**src/rtl/sfr_pkg.sv**
```systemverilog
// ----------------------------------------------------------------------------
// sfr_pkg
// Shared types and constants of the serial frame receiver with checksum.
// ----------------------------------------------------------------------------
package sfr_pkg;

    // framing bytes
    localparam logic [7:0] HDR_FIRST  = 8'hFE;
    localparam logic [7:0] HDR_SECOND = 8'hEF;
    localparam logic [7:0] FTR_FIRST  = 8'h0D;
    localparam logic [7:0] FTR_SECOND = 8'h0A;

    // reset value of the length limit
    localparam logic [15:0] MAX_LEN_RESET = 16'hFFFF;

    // result kinds
    localparam logic KIND_PAYLOAD = 1'b0;
    localparam logic KIND_FRAME   = 1'b1;

    // receive phases
    typedef enum logic [3:0] {
        PH_HUNT1 = 4'd0,
        PH_HUNT2 = 4'd1,
        PH_CMD   = 4'd2,
        PH_LENH  = 4'd3,
        PH_LENL  = 4'd4,
        PH_DATA  = 4'd5,
        PH_CHKH  = 4'd6,
        PH_CHKL  = 4'd7,
        PH_FTR1  = 4'd8,
        PH_FTR2  = 4'd9
    } phase_t;

    // frame status codes
    typedef enum logic [1:0] {
        ST_OK         = 2'd0,
        ST_FOOTER_ERR = 2'd1,
        ST_LENGTH_ERR = 2'd2
    } status_t;

    // one result record
    typedef struct packed {
        logic        kind;
        logic [7:0]  payload_byte;
        logic [15:0] byte_index;
        logic [7:0]  command;
        logic [15:0] payload_length;
        logic [15:0] checksum_received;
        logic        checksum_match;
        status_t     status;
        logic        last;
    } result_t;

    // queue fill state seen by the front and the back
    typedef struct packed {
        logic full;
        logic empty;
    } queue_status_t;

endpackage

```
**src/rtl/sfr_parser.sv**
```systemverilog
// ----------------------------------------------------------------------------
// sfr_parser
// Front end: takes received bytes, tracks the frame phase and builds result
// records for payload bytes, frame completion and length errors.
// ----------------------------------------------------------------------------
module sfr_parser (
    input  logic             clk,
    input  logic             rst_n,
    input  logic             cfg_wr_en,
    input  logic [15:0]      cfg_wr_data,
    input  logic             byte_fire,
    input  logic [7:0]       rx_byte,
    output logic             res_valid,
    output sfr_pkg::result_t res
);
    import sfr_pkg::*;

    phase_t      phase_reg, phase_next;
    logic [7:0]  command_reg, command_next;
    logic [15:0] length_reg, length_next;
    logic [15:0] count_reg, count_next;
    logic [15:0] sum_reg, sum_next;
    logic [15:0] rxsum_reg, rxsum_next;
    logic        ftr_ok_reg, ftr_ok_next;
    logic [15:0] max_len_reg;
    logic [15:0] new_length;
    logic [15:0] count_inc;

    // length limit register
    always_ff @(posedge clk or negedge rst_n)
    begin
        if (!rst_n)
        begin
            max_len_reg <= MAX_LEN_RESET;
        end
        else if (cfg_wr_en)
        begin
            max_len_reg <= cfg_wr_data;
        end
    end

    // phase and frame state registers
    always_ff @(posedge clk or negedge rst_n)
    begin
        if (!rst_n)
        begin
            phase_reg   <= PH_HUNT1;
            command_reg <= '0;
            length_reg  <= '0;
            count_reg   <= '0;
            sum_reg     <= '0;
            rxsum_reg   <= '0;
            ftr_ok_reg  <= 1'b0;
        end
        else if (byte_fire)
        begin
            phase_reg   <= phase_next;
            command_reg <= command_next;
            length_reg  <= length_next;
            count_reg   <= count_next;
            sum_reg     <= sum_next;
            rxsum_reg   <= rxsum_next;
            ftr_ok_reg  <= ftr_ok_next;
        end
    end

    assign new_length = {length_reg[15:8], rx_byte};
    assign count_inc  = count_reg + 16'd1;

    // next phase and result record
    always_comb
    begin
        phase_next   = PH_HUNT1;
        command_next = command_reg;
        length_next  = length_reg;
        count_next   = count_reg;
        sum_next     = sum_reg;
        rxsum_next   = rxsum_reg;
        ftr_ok_next  = ftr_ok_reg;

        res_valid             = 1'b0;
        res.kind              = KIND_FRAME;
        res.payload_byte      = '0;
        res.byte_index        = '0;
        res.command           = command_reg;
        res.payload_length    = length_reg;
        res.checksum_received = '0;
        res.checksum_match    = 1'b0;
        res.status            = ST_OK;
        res.last              = 1'b1;

        case (phase_reg)
            PH_HUNT2:
            begin
                if (rx_byte == HDR_SECOND)
                    phase_next = PH_CMD;
                else if (rx_byte == HDR_FIRST)
                    phase_next = PH_HUNT2;
                else
                    phase_next = PH_HUNT1;
            end
            PH_CMD:
            begin
                command_next = rx_byte;
                phase_next   = PH_LENH;
            end
            PH_LENH:
            begin
                length_next = {rx_byte, 8'h00};
                phase_next  = PH_LENL;
            end
            PH_LENL:
            begin
                length_next        = new_length;
                count_next         = '0;
                sum_next           = '0;
                rxsum_next         = '0;
                res.payload_length = new_length;
                if (new_length > max_len_reg)
                begin
                    // oversized frame, report and hunt again
                    phase_next = PH_HUNT1;
                    res_valid  = 1'b1;
                    res.status = ST_LENGTH_ERR;
                end
                else if (new_length == '0)
                    phase_next = PH_CHKH;
                else
                    phase_next = PH_DATA;
            end
            PH_DATA:
            begin
                sum_next         = sum_reg + {8'h00, rx_byte};
                count_next       = count_inc;
                phase_next       = (count_inc == length_reg) ? PH_CHKH : PH_DATA;
                res_valid        = 1'b1;
                res.kind         = KIND_PAYLOAD;
                res.payload_byte = rx_byte;
                res.byte_index   = count_reg;
                res.last         = 1'b0;
            end
            PH_CHKH:
            begin
                rxsum_next = {rx_byte, 8'h00};
                phase_next = PH_CHKL;
            end
            PH_CHKL:
            begin
                rxsum_next = {rxsum_reg[15:8], rx_byte};
                phase_next = PH_FTR1;
            end
            PH_FTR1:
            begin
                ftr_ok_next = (rx_byte == FTR_FIRST);
                phase_next  = PH_FTR2;
            end
            PH_FTR2:
            begin
                // frame completion
                phase_next            = PH_HUNT1;
                res_valid             = 1'b1;
                res.checksum_received = rxsum_reg;
                res.checksum_match    = (sum_reg == rxsum_reg);
                res.status = (ftr_ok_reg && rx_byte == FTR_SECOND) ? ST_OK : ST_FOOTER_ERR;
            end
            default:
            begin
                phase_next = (rx_byte == HDR_FIRST) ? PH_HUNT2 : PH_HUNT1;
            end
        endcase

        if (!byte_fire)
            res_valid = 1'b0;
    end

endmodule

```
**src/rtl/sfr_queue.sv**
```systemverilog
// ----------------------------------------------------------------------------
// sfr_queue
// Small result queue between the parser and the output stage.
// ----------------------------------------------------------------------------
module sfr_queue #(
    parameter int DEPTH = 4
) (
    input  logic                       clk,
    input  logic                       rst_n,
    input  logic                       wr_en,
    input  sfr_pkg::result_t           wr_data,
    input  logic                       rd_en,
    output sfr_pkg::result_t           rd_data,
    output sfr_pkg::queue_status_t     stat,
    output logic [$clog2(DEPTH+1)-1:0] fill
);
    import sfr_pkg::*;

    localparam int AW = (DEPTH > 1) ? $clog2(DEPTH) : 1;
    localparam int CW = $clog2(DEPTH + 1);

    result_t         mem_reg [DEPTH];
    logic [AW-1:0]   wr_ptr_reg, wr_ptr_next;
    logic [AW-1:0]   rd_ptr_reg, rd_ptr_next;
    logic [CW-1:0]   count_reg, count_next;
    logic            do_wr;
    logic            do_rd;

    assign stat.full  = (count_reg == CW'(DEPTH));
    assign stat.empty = (count_reg == '0);
    assign fill       = count_reg;
    assign do_wr      = wr_en && !stat.full;
    assign do_rd      = rd_en && !stat.empty;
    assign rd_data    = mem_reg[rd_ptr_reg];

    // pointer and count update
    always_comb
    begin
        wr_ptr_next = wr_ptr_reg;
        rd_ptr_next = rd_ptr_reg;
        count_next  = count_reg;
        if (do_wr)
            wr_ptr_next = (wr_ptr_reg == AW'(DEPTH - 1)) ? '0 : wr_ptr_reg + AW'(1);
        if (do_rd)
            rd_ptr_next = (rd_ptr_reg == AW'(DEPTH - 1)) ? '0 : rd_ptr_reg + AW'(1);
        if (do_wr && !do_rd)
            count_next = count_reg + CW'(1);
        else if (do_rd && !do_wr)
            count_next = count_reg - CW'(1);
    end

    always_ff @(posedge clk or negedge rst_n)
    begin
        if (!rst_n)
        begin
            wr_ptr_reg <= '0;
            rd_ptr_reg <= '0;
            count_reg  <= '0;
        end
        else
        begin
            wr_ptr_reg <= wr_ptr_next;
            rd_ptr_reg <= rd_ptr_next;
            count_reg  <= count_next;
        end
    end

    // storage
    always_ff @(posedge clk)
    begin
        if (do_wr)
            mem_reg[wr_ptr_reg] <= wr_data;
    end

endmodule

```
**src/rtl/sfr_out.sv**
```systemverilog
// ----------------------------------------------------------------------------
// sfr_out
// Back end: pulls result records from the queue into the output register
// and holds them until the receiver takes the transfer.
// ----------------------------------------------------------------------------
module sfr_out (
    input  logic                   clk,
    input  logic                   rst_n,
    input  sfr_pkg::queue_status_t q_stat,
    input  sfr_pkg::result_t       q_data,
    output logic                   q_pop,
    input  logic                   out_stall,
    output logic                   out_valid,
    output sfr_pkg::result_t       out_res
);
    import sfr_pkg::*;

    logic    valid_reg, valid_next;
    result_t res_reg;

    // load when the register is empty or being taken
    assign q_pop      = !q_stat.empty && (!valid_reg || !out_stall);
    assign valid_next = q_pop ? 1'b1 : (valid_reg && out_stall);

    always_ff @(posedge clk or negedge rst_n)
    begin
        if (!rst_n)
            valid_reg <= 1'b0;
        else
            valid_reg <= valid_next;
    end

    always_ff @(posedge clk)
    begin
        if (q_pop)
            res_reg <= q_data;
    end

    assign out_valid = valid_reg;
    assign out_res   = res_reg;

endmodule

```
**src/rtl/serial_frame_receiver_checksum_core.sv**
```systemverilog
// ----------------------------------------------------------------------------
// serial_frame_receiver_checksum_core
// Recovers FE EF / command / length / payload / checksum / 0D 0A frames from
// a byte stream, passes payload bytes on and reports each frame's outcome.
// ----------------------------------------------------------------------------
// Input channel: rx_byte with in_valid / in_stall, one byte per transfer.
// Output channel: one result per transfer with out_valid / out_stall; kind 0
// carries a payload byte and its index, kind 1 (last set) closes a frame
// with command, length, received checksum, checksum match and status.
// Bytes that produce no result (header, length, checksum, first footer byte)
// are still consumed at one per cycle while in_stall is low.
// Configuration: cfg_wr_en writes cfg_wr_data into the length limit.
// Throughput: one byte per cycle while in_stall is low; each result is registered
// into the queue and then into the output register, where out_stall holds it.
// in_stall rises only when the result queue holds QUEUE_DEPTH entries, which
// happens only while the receiver keeps out_stall high.
// Reset: asynchronous, active low; the parser goes back to hunting FE, the
// queue and output register empty, the length limit returns to 65535.
// ----------------------------------------------------------------------------
module serial_frame_receiver_checksum_core #(
    parameter int QUEUE_DEPTH = 4
) (
    input  logic        clk,
    input  logic        rst_n,
    input  logic        cfg_wr_en,
    input  logic [15:0] cfg_wr_data,
    input  logic        in_valid,
    output logic        in_stall,
    input  logic [7:0]  rx_byte,
    output logic        out_valid,
    input  logic        out_stall,
    output logic        kind,
    output logic [7:0]  payload_byte,
    output logic [15:0] byte_index,
    output logic [7:0]  command,
    output logic [15:0] payload_length,
    output logic [15:0] checksum_received,
    output logic        checksum_match,
    output logic [1:0]  status,
    output logic        last
);
    import sfr_pkg::*;

    localparam int CW = $clog2(QUEUE_DEPTH + 1);

    logic          byte_fire;
    logic          res_valid;
    result_t       res;
    result_t       q_data;
    queue_status_t q_stat;
    logic [CW-1:0] q_fill;
    logic          q_pop;
    result_t       out_res;

    // front end takes a transfer whenever the queue has room
    assign in_stall  = q_stat.full;
    assign byte_fire = in_valid && !in_stall;

    sfr_parser u_parser (
        .clk         (clk),
        .rst_n       (rst_n),
        .cfg_wr_en   (cfg_wr_en),
        .cfg_wr_data (cfg_wr_data),
        .byte_fire   (byte_fire),
        .rx_byte     (rx_byte),
        .res_valid   (res_valid),
        .res         (res)
    );

    sfr_queue #(
        .DEPTH (QUEUE_DEPTH)
    ) u_queue (
        .clk     (clk),
        .rst_n   (rst_n),
        .wr_en   (res_valid),
        .wr_data (res),
        .rd_en   (q_pop),
        .rd_data (q_data),
        .stat    (q_stat),
        .fill    (q_fill)
    );

    sfr_out u_out (
        .clk       (clk),
        .rst_n     (rst_n),
        .q_stat    (q_stat),
        .q_data    (q_data),
        .q_pop     (q_pop),
        .out_stall (out_stall),
        .out_valid (out_valid),
        .out_res   (out_res)
    );

    // result fields onto the ports
    assign kind              = out_res.kind;
    assign payload_byte      = out_res.payload_byte;
    assign byte_index        = out_res.byte_index;
    assign command           = out_res.command;
    assign payload_length    = out_res.payload_length;
    assign checksum_received = out_res.checksum_received;
    assign checksum_match    = out_res.checksum_match;
    assign status            = out_res.status;
    assign last              = out_res.last;

    // no result is written into a full queue
    assert property (@(posedge clk) disable iff (!rst_n) !(res_valid && q_stat.full))
        else $error("result written into full queue");

    // queue fill never passes its depth
    assert property (@(posedge clk) disable iff (!rst_n) q_fill <= CW'(QUEUE_DEPTH))
        else $error("queue fill beyond depth");

    // payload results are never marked as frame end
    assert property (@(posedge clk) disable iff (!rst_n)
        (out_valid && kind == KIND_PAYLOAD) |-> (!last && status == ST_OK))
        else $error("payload result marked as frame end");

    // a length error carries no checksum
    assert property (@(posedge clk) disable iff (!rst_n)
        (out_valid && status == ST_LENGTH_ERR)
            |-> (!checksum_match && checksum_received == '0))
        else $error("length error carries checksum fields");

endmodule

```
**config.mk**
```make
export PLATFORM = sky130hd
export DESIGN_NAME = serial_frame_receiver_checksum_core
export DESIGN_NICKNAME = d
export VERILOG_FILES = /design/src/rtl/sfr_pkg.sv /design/src/rtl/sfr_parser.sv /design/src/rtl/sfr_queue.sv /design/src/rtl/sfr_out.sv /design/src/rtl/serial_frame_receiver_checksum_core.sv
export SDC_FILE = /design/constraint.sdc
export NUM_CORES = 1
export LEC_CHECK = 0
export BUFFER_PORTS_ARGS = -buffer_cell sky130_fd_sc_hd__buf_2
export CAP_MARGIN = 20
export CORE_ASPECT_RATIO = 1.2
export CORE_MARGIN = 2
export CORE_UTILIZATION = 25
export CTS_BUF_LIST = sky130_fd_sc_hd__clkbuf_16
export CTS_CLUSTER_SIZE = 16
export DETAILED_ROUTE_END_ITERATION = 7
export GPL_ROUTABILITY_DRIVEN = 0
export PLACE_DENSITY = 0.44
export SYNTH_ARGS = -nofsm -noshare
export SYNTH_HDL_FRONTEND = slang
export SYNTH_SLANG_ARGS = --single-unit
export TNS_END_PERCENT = 10
```
**constraint.sdc**
```tcl
create_clock -name clk -period 9.7 [get_ports clk]
set_input_delay 0.97 -clock clk [delete_from_list [all_inputs] [get_ports clk]]
set_output_delay 0.97 -clock clk [all_outputs]
set_load 0.02 [all_outputs]
```
Yosys cells after proc, flatten, opt, wreduce, memory -nomap -nowiden
Memory sizes are Yosys's and may differ from the RTL's. A register that Yosys moved wholly into a read port is not among the register bits.
Cells that the tools add are included.
Widths: inputs -> output; s select.
{"block": "word_totals", "ram_bits": 276, "output_inout_bits": 71, "latch_bits": 0, "reg_bits": 101, "input_bits": 29, "rom_bits": 0, "wordCells": 99, "mem_count": 1}
{"memory": "u_queue.mem_reg", "words": 4, "width": 69, "rd": 1, "rd_ports_with_merged_regs": 1, "write_ports": 1, "line": "sfr_queue.sv:22", "text": "result_t mem_reg [DEPTH];"}
{"block": "classes", "n_mul": 0, "muxes": 27, "div": 0, "eq_ne": 18, "add_sub_neg": 6, "shifts": 0, "reduce_logical": 30, "magnitude_cmp": 1, "bitwise_logic": 2}
{"cell": "$pmux 16 s2", "count": 3}
{"cell": "$pmux 16 s3", "count": 1}
{"cell": "$pmux 4 s9", "count": 1}
{"cell": "$eq 16x16->1", "count": 2}
{"cell": "$mux 25", "count": 1}
{"cell": "$mux 17", "count": 1}
{"cell": "$add 16x1->16 const B", "count": 1}
{"cell": "$add 16x8->16", "count": 1}
{"cell": "$eq 4x3->1 const B", "count": 4}
{"cell": "$eq 8x4->1 const B", "count": 2}
{"cell": "$eq 8x8->1 const B", "count": 2}
{"cell": "$gt 16x16->1", "count": 1}
{"cell": "$logic_not 16->1", "count": 1}
{"cell": "$mux 2", "count": 5}
{"cell": "$reduce_and 2->1", "count": 5}
{"cell": "$mux 3", "count": 3}
{"cell": "$eq 4x2->1 const B", "count": 2}
{"cell": "$eq 4x4->1 const B", "count": 2}
{"cell": "$logic_and 1x1->1", "count": 8}
{"cell": "$mux 1", "count": 8}
{"cell": "$mux 8", "count": 1}
{"cell": "$reduce_bool 2->1", "count": 4}
{"cell": "$logic_not 1->1", "count": 6}
{"cell": "$reduce_and 3->1", "count": 2}
{"cell": "14 further kinds", "count": 17}

Depth between registers and ports, before layout
Gate-level depths: netlist of the first run.
{"block": "logic_depth", "ltp_word": 9, "ltp_mapped": 15, "ltp_nobuf": 15}

Modules after synthesis
From an unflattened synthesis of the first run, not the netlist that was laid out.
{"block": "unflattened", "hier_cells": 1157, "area_unflattened_um2": 18572.8}
{"module": "sfr_queue", "n_inst": 1, "area_per_inst_um2": 10488.8, "cells_each": 398, "seq_area_each_um2": 8463.1}
{"module": "sfr_parser", "n_inst": 1, "area_per_inst_um2": 5958.2, "cells_each": 686, "seq_area_each_um2": 2347.3}
{"module": "sfr_out", "n_inst": 1, "area_per_inst_um2": 2112.0, "cells_each": 72, "seq_area_each_um2": 2097.0}
{"module": "serial_frame_receiver_checksum_core", "n_inst": 1, "area_per_inst_um2": 13.8, "cells_each": 1, "seq_area_each_um2": 0.0}

Worst setup path before layout of the first run
Ideal clock, no wire load.
{"block": "synth_path", "path_type": "input to register", "startpoint": "in rx_byte[0]", "endpoint": "mem u_queue.mem_reg[0][0] in the netlist's numbering (enable)", "arrival_time_ns": 5.094, "required_time_ns": 9.197, "cell_stages": 8, "setup_ns": 0.503, "setup_slack_ns": 4.103, "n_path_buf": 0, "path_cell_list": "inv_1 > ha_1 > nand4_1 > nor2_1 > nor3_1 > a32oi_2 > o22a_1 > nor2b_1"}
{"block": "synth_between", "elab_chain_cells": 7}
{"element": "start, declared", "line": "serial_frame_receiver_checksum_core.sv:29", "text": "input logic [7:0] rx_byte,"}
{"element": "$gt 16x16->1", "line": "sfr_parser.sv:119", "text": "if (new_length > max_len_reg)"}
{"element": "$mux 1", "line": "sfr_parser.sv:119"}
{"element": "$pmux 1 s2", "line": "sfr_parser.sv:92", "text": "case (phase_reg)"}
{"element": "$mux 1", "line": "sfr_parser.sv:172", "text": "if (!byte_fire)"}
{"element": "$logic_and 1x1->1", "line": "sfr_queue.sv:32", "text": "assign do_wr = wr_en && !stat.full;"}
{"element": "$mux 1", "line": "sfr_queue.sv:71", "text": "if (do_wr)"}
{"element": "$mux 1 (not written as such)", "line": "sfr_queue.sv:72", "text": "mem_reg[wr_ptr_reg] <= wr_data;"}
{"element": "end, declared", "line": "sfr_queue.sv:22"}
Every way passes these cells.

Final worst setup path of the first run
{"block": "layout_path", "startpoint": "reg u_parser.phase_reg[3]", "endpoint": "mem u_queue.mem_reg[0][23] in the netlist's numbering (enable)"}
{"block": "layout_between", "elab_chain_cells": 7, "elab_cells_between_ends": 9, "cone_classes": "eq/ne (3); mux (4); reduce/logical (2)"}
{"element": "start, declared", "line": "sfr_parser.sv:18", "text": "phase_t phase_reg, phase_next;"}
{"element": "start signal, assigned", "line": "sfr_parser.sv:57", "text": "phase_reg <= phase_next;"}
{"element": "$eq 4x3->1 / $eq 4x4->1 (equally long branches)", "line": "sfr_parser.sv:92"}
{"element": "$reduce_or 2->1 (no source line)"}
{"element": "$pmux 1 s2 (*)", "line": "sfr_parser.sv:92"}
{"element": "$mux 1 (*)", "line": "sfr_parser.sv:172"}
{"element": "$logic_and 1x1->1 (*)", "line": "sfr_queue.sv:32"}
{"element": "$mux 1 (*)", "line": "sfr_queue.sv:71"}
{"element": "$mux 1 (not written as such) (*)", "line": "sfr_queue.sv:72"}
Every way passes the cells marked *; elsewhere a longest branch is shown, timed or not.

==> results of run 1 <==
cell usage in the layout, fill, tap and decap left out, types with 19 or more instances in the layout:
| cell | netlist | layout |
|---|---|---|
| buf_4 | 3 | 19 |
| ha_1 | 31 | 31 |
| dfrtp_1 | 85 | 83 |
| nor2_1 | 54 | 54 |
| buf_2 | 16 | 98 |
| inv_1 | 43 | 48 |
| clkbuf_16 | 0 | 47 |
| a21oi_1 | 22 | 22 |
| xnor2_1 | 27 | 27 |
| and2_1 | 23 | 23 |
| mux4_2 | 68 | 68 |
| edfxtp_1 | 340 | 340 |
| nand3_1 | 54 | 54 |
| nand2_1 | 113 | 113 |
| o21ai_0 | 74 | 74 |
| xor2_1 | 24 | 24 |
how the worst max path moves through the flow:
stage | endpoint | slack (ns)
after floorplan | u_queue.mem_reg[0][0]$_DFFE_PP_ | 4.10
after global placement | u_queue.mem_reg[0][12]$_DFFE_PP_ | 5.38
after detailed placement | u_queue.fill[1]$_DFFE_PN0P_ | 5.31
after CTS | u_queue.mem_reg[0][19]$_DFFE_PP_ | 5.60
after global routing | u_queue.mem_reg[0][27]$_DFFE_PP_ | 5.30
final | u_queue.mem_reg[0][23]$_DFFE_PP_ | 5.63
power breakdown:
group / internal (W) / switching, W
clock: 0.000991 / 0.000755
combinational: 0.000646 / 0.00106
sequential: 0.00258 / 0.000344
total: 0.00422 / 0.00216
stage by stage:
stage          instances  instance area [um^2]   util  total power [W]  hold slack [ns]
3_3_place_gp        2176                 19800  0.274          0.00472            0.464
3_5_place_dp        2176                 19800  0.274          0.00473            0.466
2_1_floorplan       1190                 18300      -          0.00404            0.450
6_report            2264                 21300  0.294          0.00638            0.405
5_1_grt             2264                 21300  0.294          0.00674            0.435
4_1_cts             2262                 21300  0.294          0.00651            0.411
kinds of logic after synthesis:
kind of cell               after synthesis
buffers and inverters                  107
DFF                                    441
AOI/OAI and AO/OA                      147
muxes                                   83
adders and majority gates               33
xor gates and xnor gates                51
and+or+nand+nor                        328
worst register-to-register path: cells and delay by family, from the launching register on:
family / cells / cell delay [ns]
compound gates: 1 / 0.52
flops: 1 / 0.53
simple gates: 4 / 1.52
buf+inv: 2 / 1.09
layer usage:
metal | GRT usage | up-vias
met5 | 0 | -
met2 | 0.217 | 228
met3 | 0.0207 | 65
met1 | 0.160 | 5197
met4 | 0.0370 | 0
li1 | - | 4685
layout make-up:
cell class / instances / area share
clock buffers: 47 / 0.0552
well taps: 935 / 0.0549
inverters: 43 / 0.00763
multi-input cells: 642 / 0.239
clock inverters: 39 / 0.0146
flip-flops and latches: 441 / 0.599
repair buffers: 117 / 0.0297
==> metrics.md, run 1 <==
| Metric | Value |
|---|---|
| Remaining DRCs | 0 |
| Initial DRT Pass Iterations | 5 |
| FILL cells | 7,260 |
| Compound-Gate Fraction of Synth Area | 0.0492 |
| Post-Synth XOR/XNOR Area | 0.0244 |
| Top cells by area, synth | edfxtp_1, dfrtp_1, mux4_2, nand2_1, dfstp_2 |
| Adder and majority gate portion of the synthesized area | 0.0234 |
| Clock sink total | ~440 |
| Mux contribution to synthesized area | 0.0926 |
| RSZ-0062 raised after global routing | false |
| FF/Latch Area | approximately 0.013 mm^2 |
| Routed Antenna Nets | 0 |
| Post-synth EDFFs | 340 |
| H-tree depth | 2 |
| Via density | between 4 and 5 |
| Mapped Cells | ~1,200 |
| Cts hold-fix bufs | 0 |
| Top delay family on crit path | simple AND/OR/NAND/NOR gates |
| # diodes | 0 |
| Largest family of logic cells by synthesized area | multiplexers |
| Static Leakage | between 7 and 8 nW |
| Routed wire length | approximately 47 mm |
| Max Clock Freq | 245 MHz |
| Crit path arrival time | between 4 and 5 ns |
| Hold Path Class | input pin to async pin |
| Global-route usage over all layers | 0.125 |
| Clock transition at the registers of the reported paths | around 0.07 ns |
| Global-route wire length before repair | around 70 mm |
| Final-report hold violation count | 0 |
| Register area share after synthesis | 0.697 |
| TritonCTS buffer count | 46 |
| Die area | 0.0754 mm^2 |
| Area fraction of the dominant cell type after synthesis | 0.558 |
| Endpoints failing setup | 0 |
| Routed vias | between 10,000 and 15,000 |
| Multi-input gate area | around 0.0051 mm^2 |
| Max reg flops | 272 |
| Startpoint Class | flip-flop |
| Ys Warns | 0 |
| #FFs+latches synth | around 440 |
| Most frequent CP cell | buf_4 |
| Max Slew Vio Count | 0 |
| Vias in the first global route | ~11,000 |
| Post-CTS Setup Inserts | 0 |
| Rel. slew slack | 0.281 |
| Top layer in use | met4 |
| Routed length on met2 | 23.5 mm |
| Starting Density | 0.253 |
| Final worst slack | about 5.6 ns |
| HPWL after detailed placement | slightly above 30 mm |
| Commonest cells in the netlist | edfxtp_1, nand2_1, dfrtp_1 |
| Drt initial violations | 703 |
| Area growth from synthesis to layout | 16.5% |
| Largest net degree at the start of global routing | 70 |
| # port buffers | 99 |
| CTS Root Cell | clkbuf_16 |
| Gr ovfl total | 0 |
| Power Density | between 200 and 300 mW/mm^2 |
| Initial antenna violation count | 1 |
| Max cap viols | 0 |
| Layout cell share with drive strength beyond 1 | 0.224 |
| Clock Latency Late Sink | 0.58 ns |
| Post-synth cell types | between 60 and 70 |
| Cell taking the most area after synthesis | edfxtp_1 |
| Fin nets | 1,353 |
| Mapped Area | approximately 0.018 mm^2 |
| Synth Area in Simple Gates | 0.0879 |
| Rows | 108 |
| Cell with the most instances after synthesis | edfxtp_1 |
| Ports | 100 |
| Synth Net Count | 1,252 |
| Drt wl/cell | just over 20 um |
| WP depth | 7 |
| CTS resizes | 0 |
| Setup TNS | 0 ns |
| CTS tree | yes |
| Largest driver fanout on the critical path | 37 |
| Worst-margin pin slew | 1.07 ns |
| Max Clock Skew | 0.0269 ns |
| Crit path from | u_parser.phase_reg[3]$_DFFE_PN0P_ |
| Reg2Reg Launch Point | u_parser.phase_reg[3]$_DFFE_PN0P_ |
| WL met3 | between 1.5 and 2 mm |
| Worst Setup End Kind | flip-flop |
| Slowest cell on the critical path | buf_4 |
| Post-Syn Area per Cell | 15.4 um^2 |
| DRT met1 WL | between 20 and 25 mm |
| Crit path buffers/inverters | 2 |
| CTS max path bufs | 3 |
| Chip width | about 250 um |
| Run status | finished, final reports clean |
| FF-to-FF End | u_queue.mem_reg[0][23]$_DFFE_PP_ |
| Asr flop ratio synth | 0.229 |
| Dpl ws | 5.31 ns |
| Critical-path cell list | nand2b_1 -> nor3_2 -> nand2_1 -> o22a_1 -> nor2b_4 -> buf_4 -> buf_4 |
| Req. time, crit path | slightly below 10 ns |
| Top FF cell, synth | edfxtp_1 |
| Setup slack, reg-to-reg | about 5.6 ns |
| Worst r2r path cells | 7 |
| Critical path class | flip-flop to flip-flop |
| Post-layout min period | between 4 and 5 ns |
| Maximum vdd drop | about 0.13 mV |
| Vert. Die Dim | ~300 um |
| Total core area | 0.0724 mm^2 |
| Slowest cell delay on critical path | ~0.6 ns |
| Tcrit/Tclk final | 0.420 |
No activity file was read; power rests on OpenSTA's default activity.
==> run 2: changes to the inputs <==
--- a/config.mk
+++ b/config.mk
@@ -5,6 +5,7 @@
 export SDC_FILE = /design/constraint.sdc
 export NUM_CORES = 1
 export LEC_CHECK = 0
+export ABC_AREA = 1
 export BUFFER_PORTS_ARGS = -buffer_cell sky130_fd_sc_hd__buf_2
 export CAP_MARGIN = 20
 export CORE_ASPECT_RATIO = 1.2
@@ -14,7 +15,7 @@
 export CTS_CLUSTER_SIZE = 16
 export DETAILED_ROUTE_END_ITERATION = 7
 export GPL_ROUTABILITY_DRIVEN = 0
-export PLACE_DENSITY = 0.44
+export PLACE_DENSITY = 0.46
 export SYNTH_ARGS = -nofsm -noshare
 export SYNTH_HDL_FRONTEND = slang
 export SYNTH_SLANG_ARGS = --single-unit
==> constraint.sdc (replaced) <==
create_clock -name clk -period 3.55 [get_ports clk]
set_input_delay 0.355 -clock clk [delete_from_list [all_inputs] [get_ports clk]]
set_output_delay 0.355 -clock clk [all_outputs]
set_load 0.02 [all_outputs]
==> run 2 against run 1 <==
  * Clock power grew to 2.9 times the previous value
  * Worst setup slack worse by 5.1 ns
  * Sequential cell count unchanged
  * First-iteration DRC count rose by 24%
  * Critical endpoint is now u_queue.mem_reg[3][43]$_DFFE_PP_
  * Non-clock buffer count up 24
  * Synthesized area rose by 0.83%
  * Critical path type unchanged
  * Largest power group unchanged
  * Die area is 0.82% higher
==> metrics.md, run 2 <==
| Metric | Value |
|---|---|
| Rel. slew slack | 0.418 (was 0.281) |
| #FFs+latches synth | 441 (unchanged) |
| CTS tree | yes (unchanged) |
| Remaining DRCs | 0 (unchanged) |
| Post-Syn Area per Cell | 11.4 um^2 (was 15.4 um^2) |
| Area growth from synthesis to layout | 19.5% (was 16.5%) |
| CTS resizes | 0 (unchanged) |
| Drt initial violations | 870 (was 703) |
| Gr ovfl total | 0 (unchanged) |
| Req. time, crit path | 3.83 ns (was 9.90 ns) |
| Post-Layout Cell Count | 2,730 (was 2,264) |
| Worst-margin pin slew | 0.866 ns (was 1.07 ns) |
| CTS max path bufs | 3 (unchanged) |
| Maximum vdd drop | 0.381 mV (was 0.134 mV) |
| Rows | 109 (was 108) |
| Most common cell after layout, fill and taps aside | edfxtp_1 (unchanged) |
| Reg2Reg Launch Point | u_parser.max_len_reg[15]$_DFFE_PN1P_ (was u_parser.phase_reg[3]$_DFFE_PN0P_) |
| Top cells by area, synth | edfxtp_1, dfrtp_1, o21ai_0, nor2_1, nand2_1 (was edfxtp_1, dfrtp_1, mux4_2, nand2_1, dfstp_2) |
| Asr flop ratio synth | 0.229 (unchanged) |
| Chip width | 252 um (was 251 um) |
| Inst Count DP | 2,630 (was 2,176) |
| CTS Root Cell | clkbuf_16 (unchanged) |
| Critical path class | flip-flop to flip-flop (unchanged) |
| Commonest cells in the netlist | edfxtp_1, nor2_1, o21ai_0 (was edfxtp_1, nand2_1, dfrtp_1) |
| Ports | 100 (unchanged) |
| Max reg flops | 272 (unchanged) |
| Tcrit/Tclk final | 0.857 (was 0.420) |
| Util after Layout | 0.300 (was 0.294) |
| Via density | 4.61 (was 4.49) |
| Register area share after synthesis | 0.691 (was 0.697) |
| Total core area | 0.0734 mm^2 (was 0.0724 mm^2) |
| Post-Place Cell Area | 0.0203 mm^2 (was 0.0198 mm^2) |
| Static Leakage | 8.38 nW (was 7.60 nW) |
| Fin Hold WS | 0.0267 ns (was 0.405 ns) |
| Clock sink total | 441 (unchanged) |
| H-tree depth | 2 (unchanged) |
| Power Density | 835 mW/mm^2 (was 299 mW/mm^2) |
| Hold path startpoint | cfg_wr_data[7] |
| Cell with the most instances after synthesis | edfxtp_1 (unchanged) |
| Cell taking the most area after synthesis | edfxtp_1 (unchanged) |
| # port buffers | 99 (unchanged) |
| Endpoints failing setup | 0 (unchanged) |
| Routed vias | 12,600 (was 10,200) |
| Worst Setup End Kind | flip-flop (unchanged) |
| Crit path from | u_parser.max_len_reg[15]$_DFFE_PN1P_ (was u_parser.phase_reg[3]$_DFFE_PN0P_) |
| Max Clock Skew | 0.0266 ns (was 0.0269 ns) |
| Drt wl/cell | 19.1 um (was 20.6 um) |
| Most frequent cells in the layout | edfxtp_1, nor2_1, o21ai_0 (was edfxtp_1, nand2_1, buf_2) |
| Post-route cell area | 0.0220 mm^2 (was 0.0213 mm^2) |
| Global-route usage over all layers | 0.137 (was 0.125) |
| Clock Latency Late Sink | 0.60 ns (was 0.58 ns) |
| Post-layout min period | 3.04 ns (was 4.07 ns) |
| TritonCTS buffer count | 49 (was 46) |
| Global-route wire length before repair | 79.2 mm (was 70.4 mm) |
| Crit path arrival time | 3.32 ns (was 4.27 ns) |
| Largest net degree at the start of global routing | 70 (unchanged) |
| Largest driver fanout on the critical path | 20 (was 37) |
| Clock transition at the registers of the reported paths | 0.06 ns (was 0.07 ns) |
| Mapped Cells | 1,620 (was 1,190) |
| Vert. Die Dim | 302 um (was 300 um) |
| Routed Antenna Nets | 0 (unchanged) |
| Area fraction of the dominant cell type after synthesis | 0.553 (was 0.558) |
| Cts hold-fix bufs | 8 (was 0) |
| RSZ-0062 raised after global routing | false (unchanged) |
| Die area | 0.0760 mm^2 (was 0.0754 mm^2) |
| Max Slew Vio Count | 0 (unchanged) |
| Initial antenna violation count | 0 (was 1) |
| Post-CTS Setup Inserts | 0 (unchanged) |
| HPWL after detailed placement | 35.0 mm (was 30.7 mm) |
| Routed wire length | 52.2 mm (was 46.6 mm) |
| Post-synth EDFFs | 340 (unchanged) |
| Starting Density | 0.251 (was 0.253) |
| Post-synth cell types | 43 (was 62) |
| Max cap viols | 0 (unchanged) |
| Final-report hold violation count | 0 (unchanged) |
| Fin nets | 1,808 (was 1,353) |
| Top FF cell, synth | edfxtp_1 (unchanged) |
| Mapped Area | 0.0184 mm^2 (was 0.0183 mm^2) |
| Vias in the first global route | 12,700 (was 10,700) |
| Ys Warns | 0 (unchanged) |
| Layout cell share with drive strength beyond 1 | 0.145 (was 0.224) |
| Startpoint Class | flip-flop (unchanged) |
| Max Clock Freq | 329 MHz (was 245 MHz) |
| Hold Path Class | input pin to flip-flop (was input pin to async pin) |
| Synth Net Count | 1,682 (was 1,252) |
| # diodes | 0 (unchanged) |
| Run status | finished, final reports clean (unchanged) |
| Initial DRT Pass Iterations | 5 (unchanged) |
run 2: changes by cell type in the layout (fill, tap and decap cells not counted), moves of 68 or more:
cell,change
nor2_1,+176
o21ai_0,+141
o22ai_1,+97
inv_1,+96
nand2_1,+90
mux4_2,-68
run 2: power by group:
part | total [W] | internal (W) | switching, W
registers | 0.00765 | 0.00695 | 0.000699
clock network | 0.00514 | 0.00303 | 0.00211
logic | 0.00563 | 0.00166 | 0.00396
total | 0.0184 | 0.0116 | 0.00677
run 2: cell type report:
class | instances | area, um^2
Fill cell | 7508 | 51300
Sequential cell | 441 | 12800
Multi-Input combinational cell | 968 | 4890
Clock buffer | 54 | 1350
Tap cell | 943 | 1180
Timing Repair Buffer | 141 | 1010
Inverter | 145 | 552
Clock inverter | 38 | 298
run 2: worst paths after layout:
kind | endpoint | slack, ns | cells past startpoint
worst max-delay path | u_queue.mem_reg[3][43]$_DFFE_PP_ | 0.51 | 15
worst min register to register | u_parser.max_len_reg[5]$_DFFE_PN1P_ | 0.49 | 2
max in group asynchronous | u_parser.max_len_reg[12]$_DFFE_PN1P_ | 2.33 | 3
worst min-delay path | u_parser.max_len_reg[7]$_DFFE_PN1P_ | 0.03 | 3
worst max register to register | u_queue.mem_reg[3][43]$_DFFE_PP_ | 0.51 | 15
min in group asynchronous | u_parser.sum_reg[13]$_DFFE_PN0P_ | 0.38 | 2
run 2: logic make-up (layout without fill, tap and decap cells):
| kind of cell | Yosys count | in the layout | synth area share |
|---|---|---|---|
| buffers and inverters | 211 | 378 | 0.0448 |
| flip-flops | 441 | 441 | 0.691 |
| multiplexers | 2 | 2 | 0.00122 |
| AND/OR/NAND/NOR | 572 | 572 | 0.131 |
| AO/OA/AOI/OAI | 352 | 352 | 0.104 |
| XOR/XNOR | 9 | 9 | 0.00427 |
| adder cells (fa/ha/maj) | 33 | 33 | 0.0232 |
run 2: critical path: stages (launching register included):
cell and delay [ns]:
dfstp_2 0.52, inv_1 0.04, ha_1 0.28, nand2_1 0.06
inv_1 0.06, nand3_1 0.10, nor3_1 0.19, buf_4 0.16
nand2_1 0.05, nand2_1 0.05, nand2_1 0.06, o21ai_1 0.11
nand2_1 0.09, buf_4 0.19, nor2_4 0.48, buf_12 0.26
run 2: stage by stage:
stage	setup WS [ns]	TNS [ns]	power, W
final	0.508	0	0.0184
after detailed placement	0.487	0	0.0135
after global routing	0.300	0	0.0196
after floorplan	-0.349	-95.05	0.0112
after CTS	0.459	0	0.0187
after global placement	0.509	0	0.0134
run 2: per-layer routing:
metal,routed length (um),vias to the layer above,global-route usage,share of wire
met5,0,-,0,0
met4,1210,0,0.0382,0.023
met3,2130,69,0.0223,0.041
met2,25800,293,0.236,0.49
li1,-,5964,-,-
met1,23100,6254,0.178,0.44
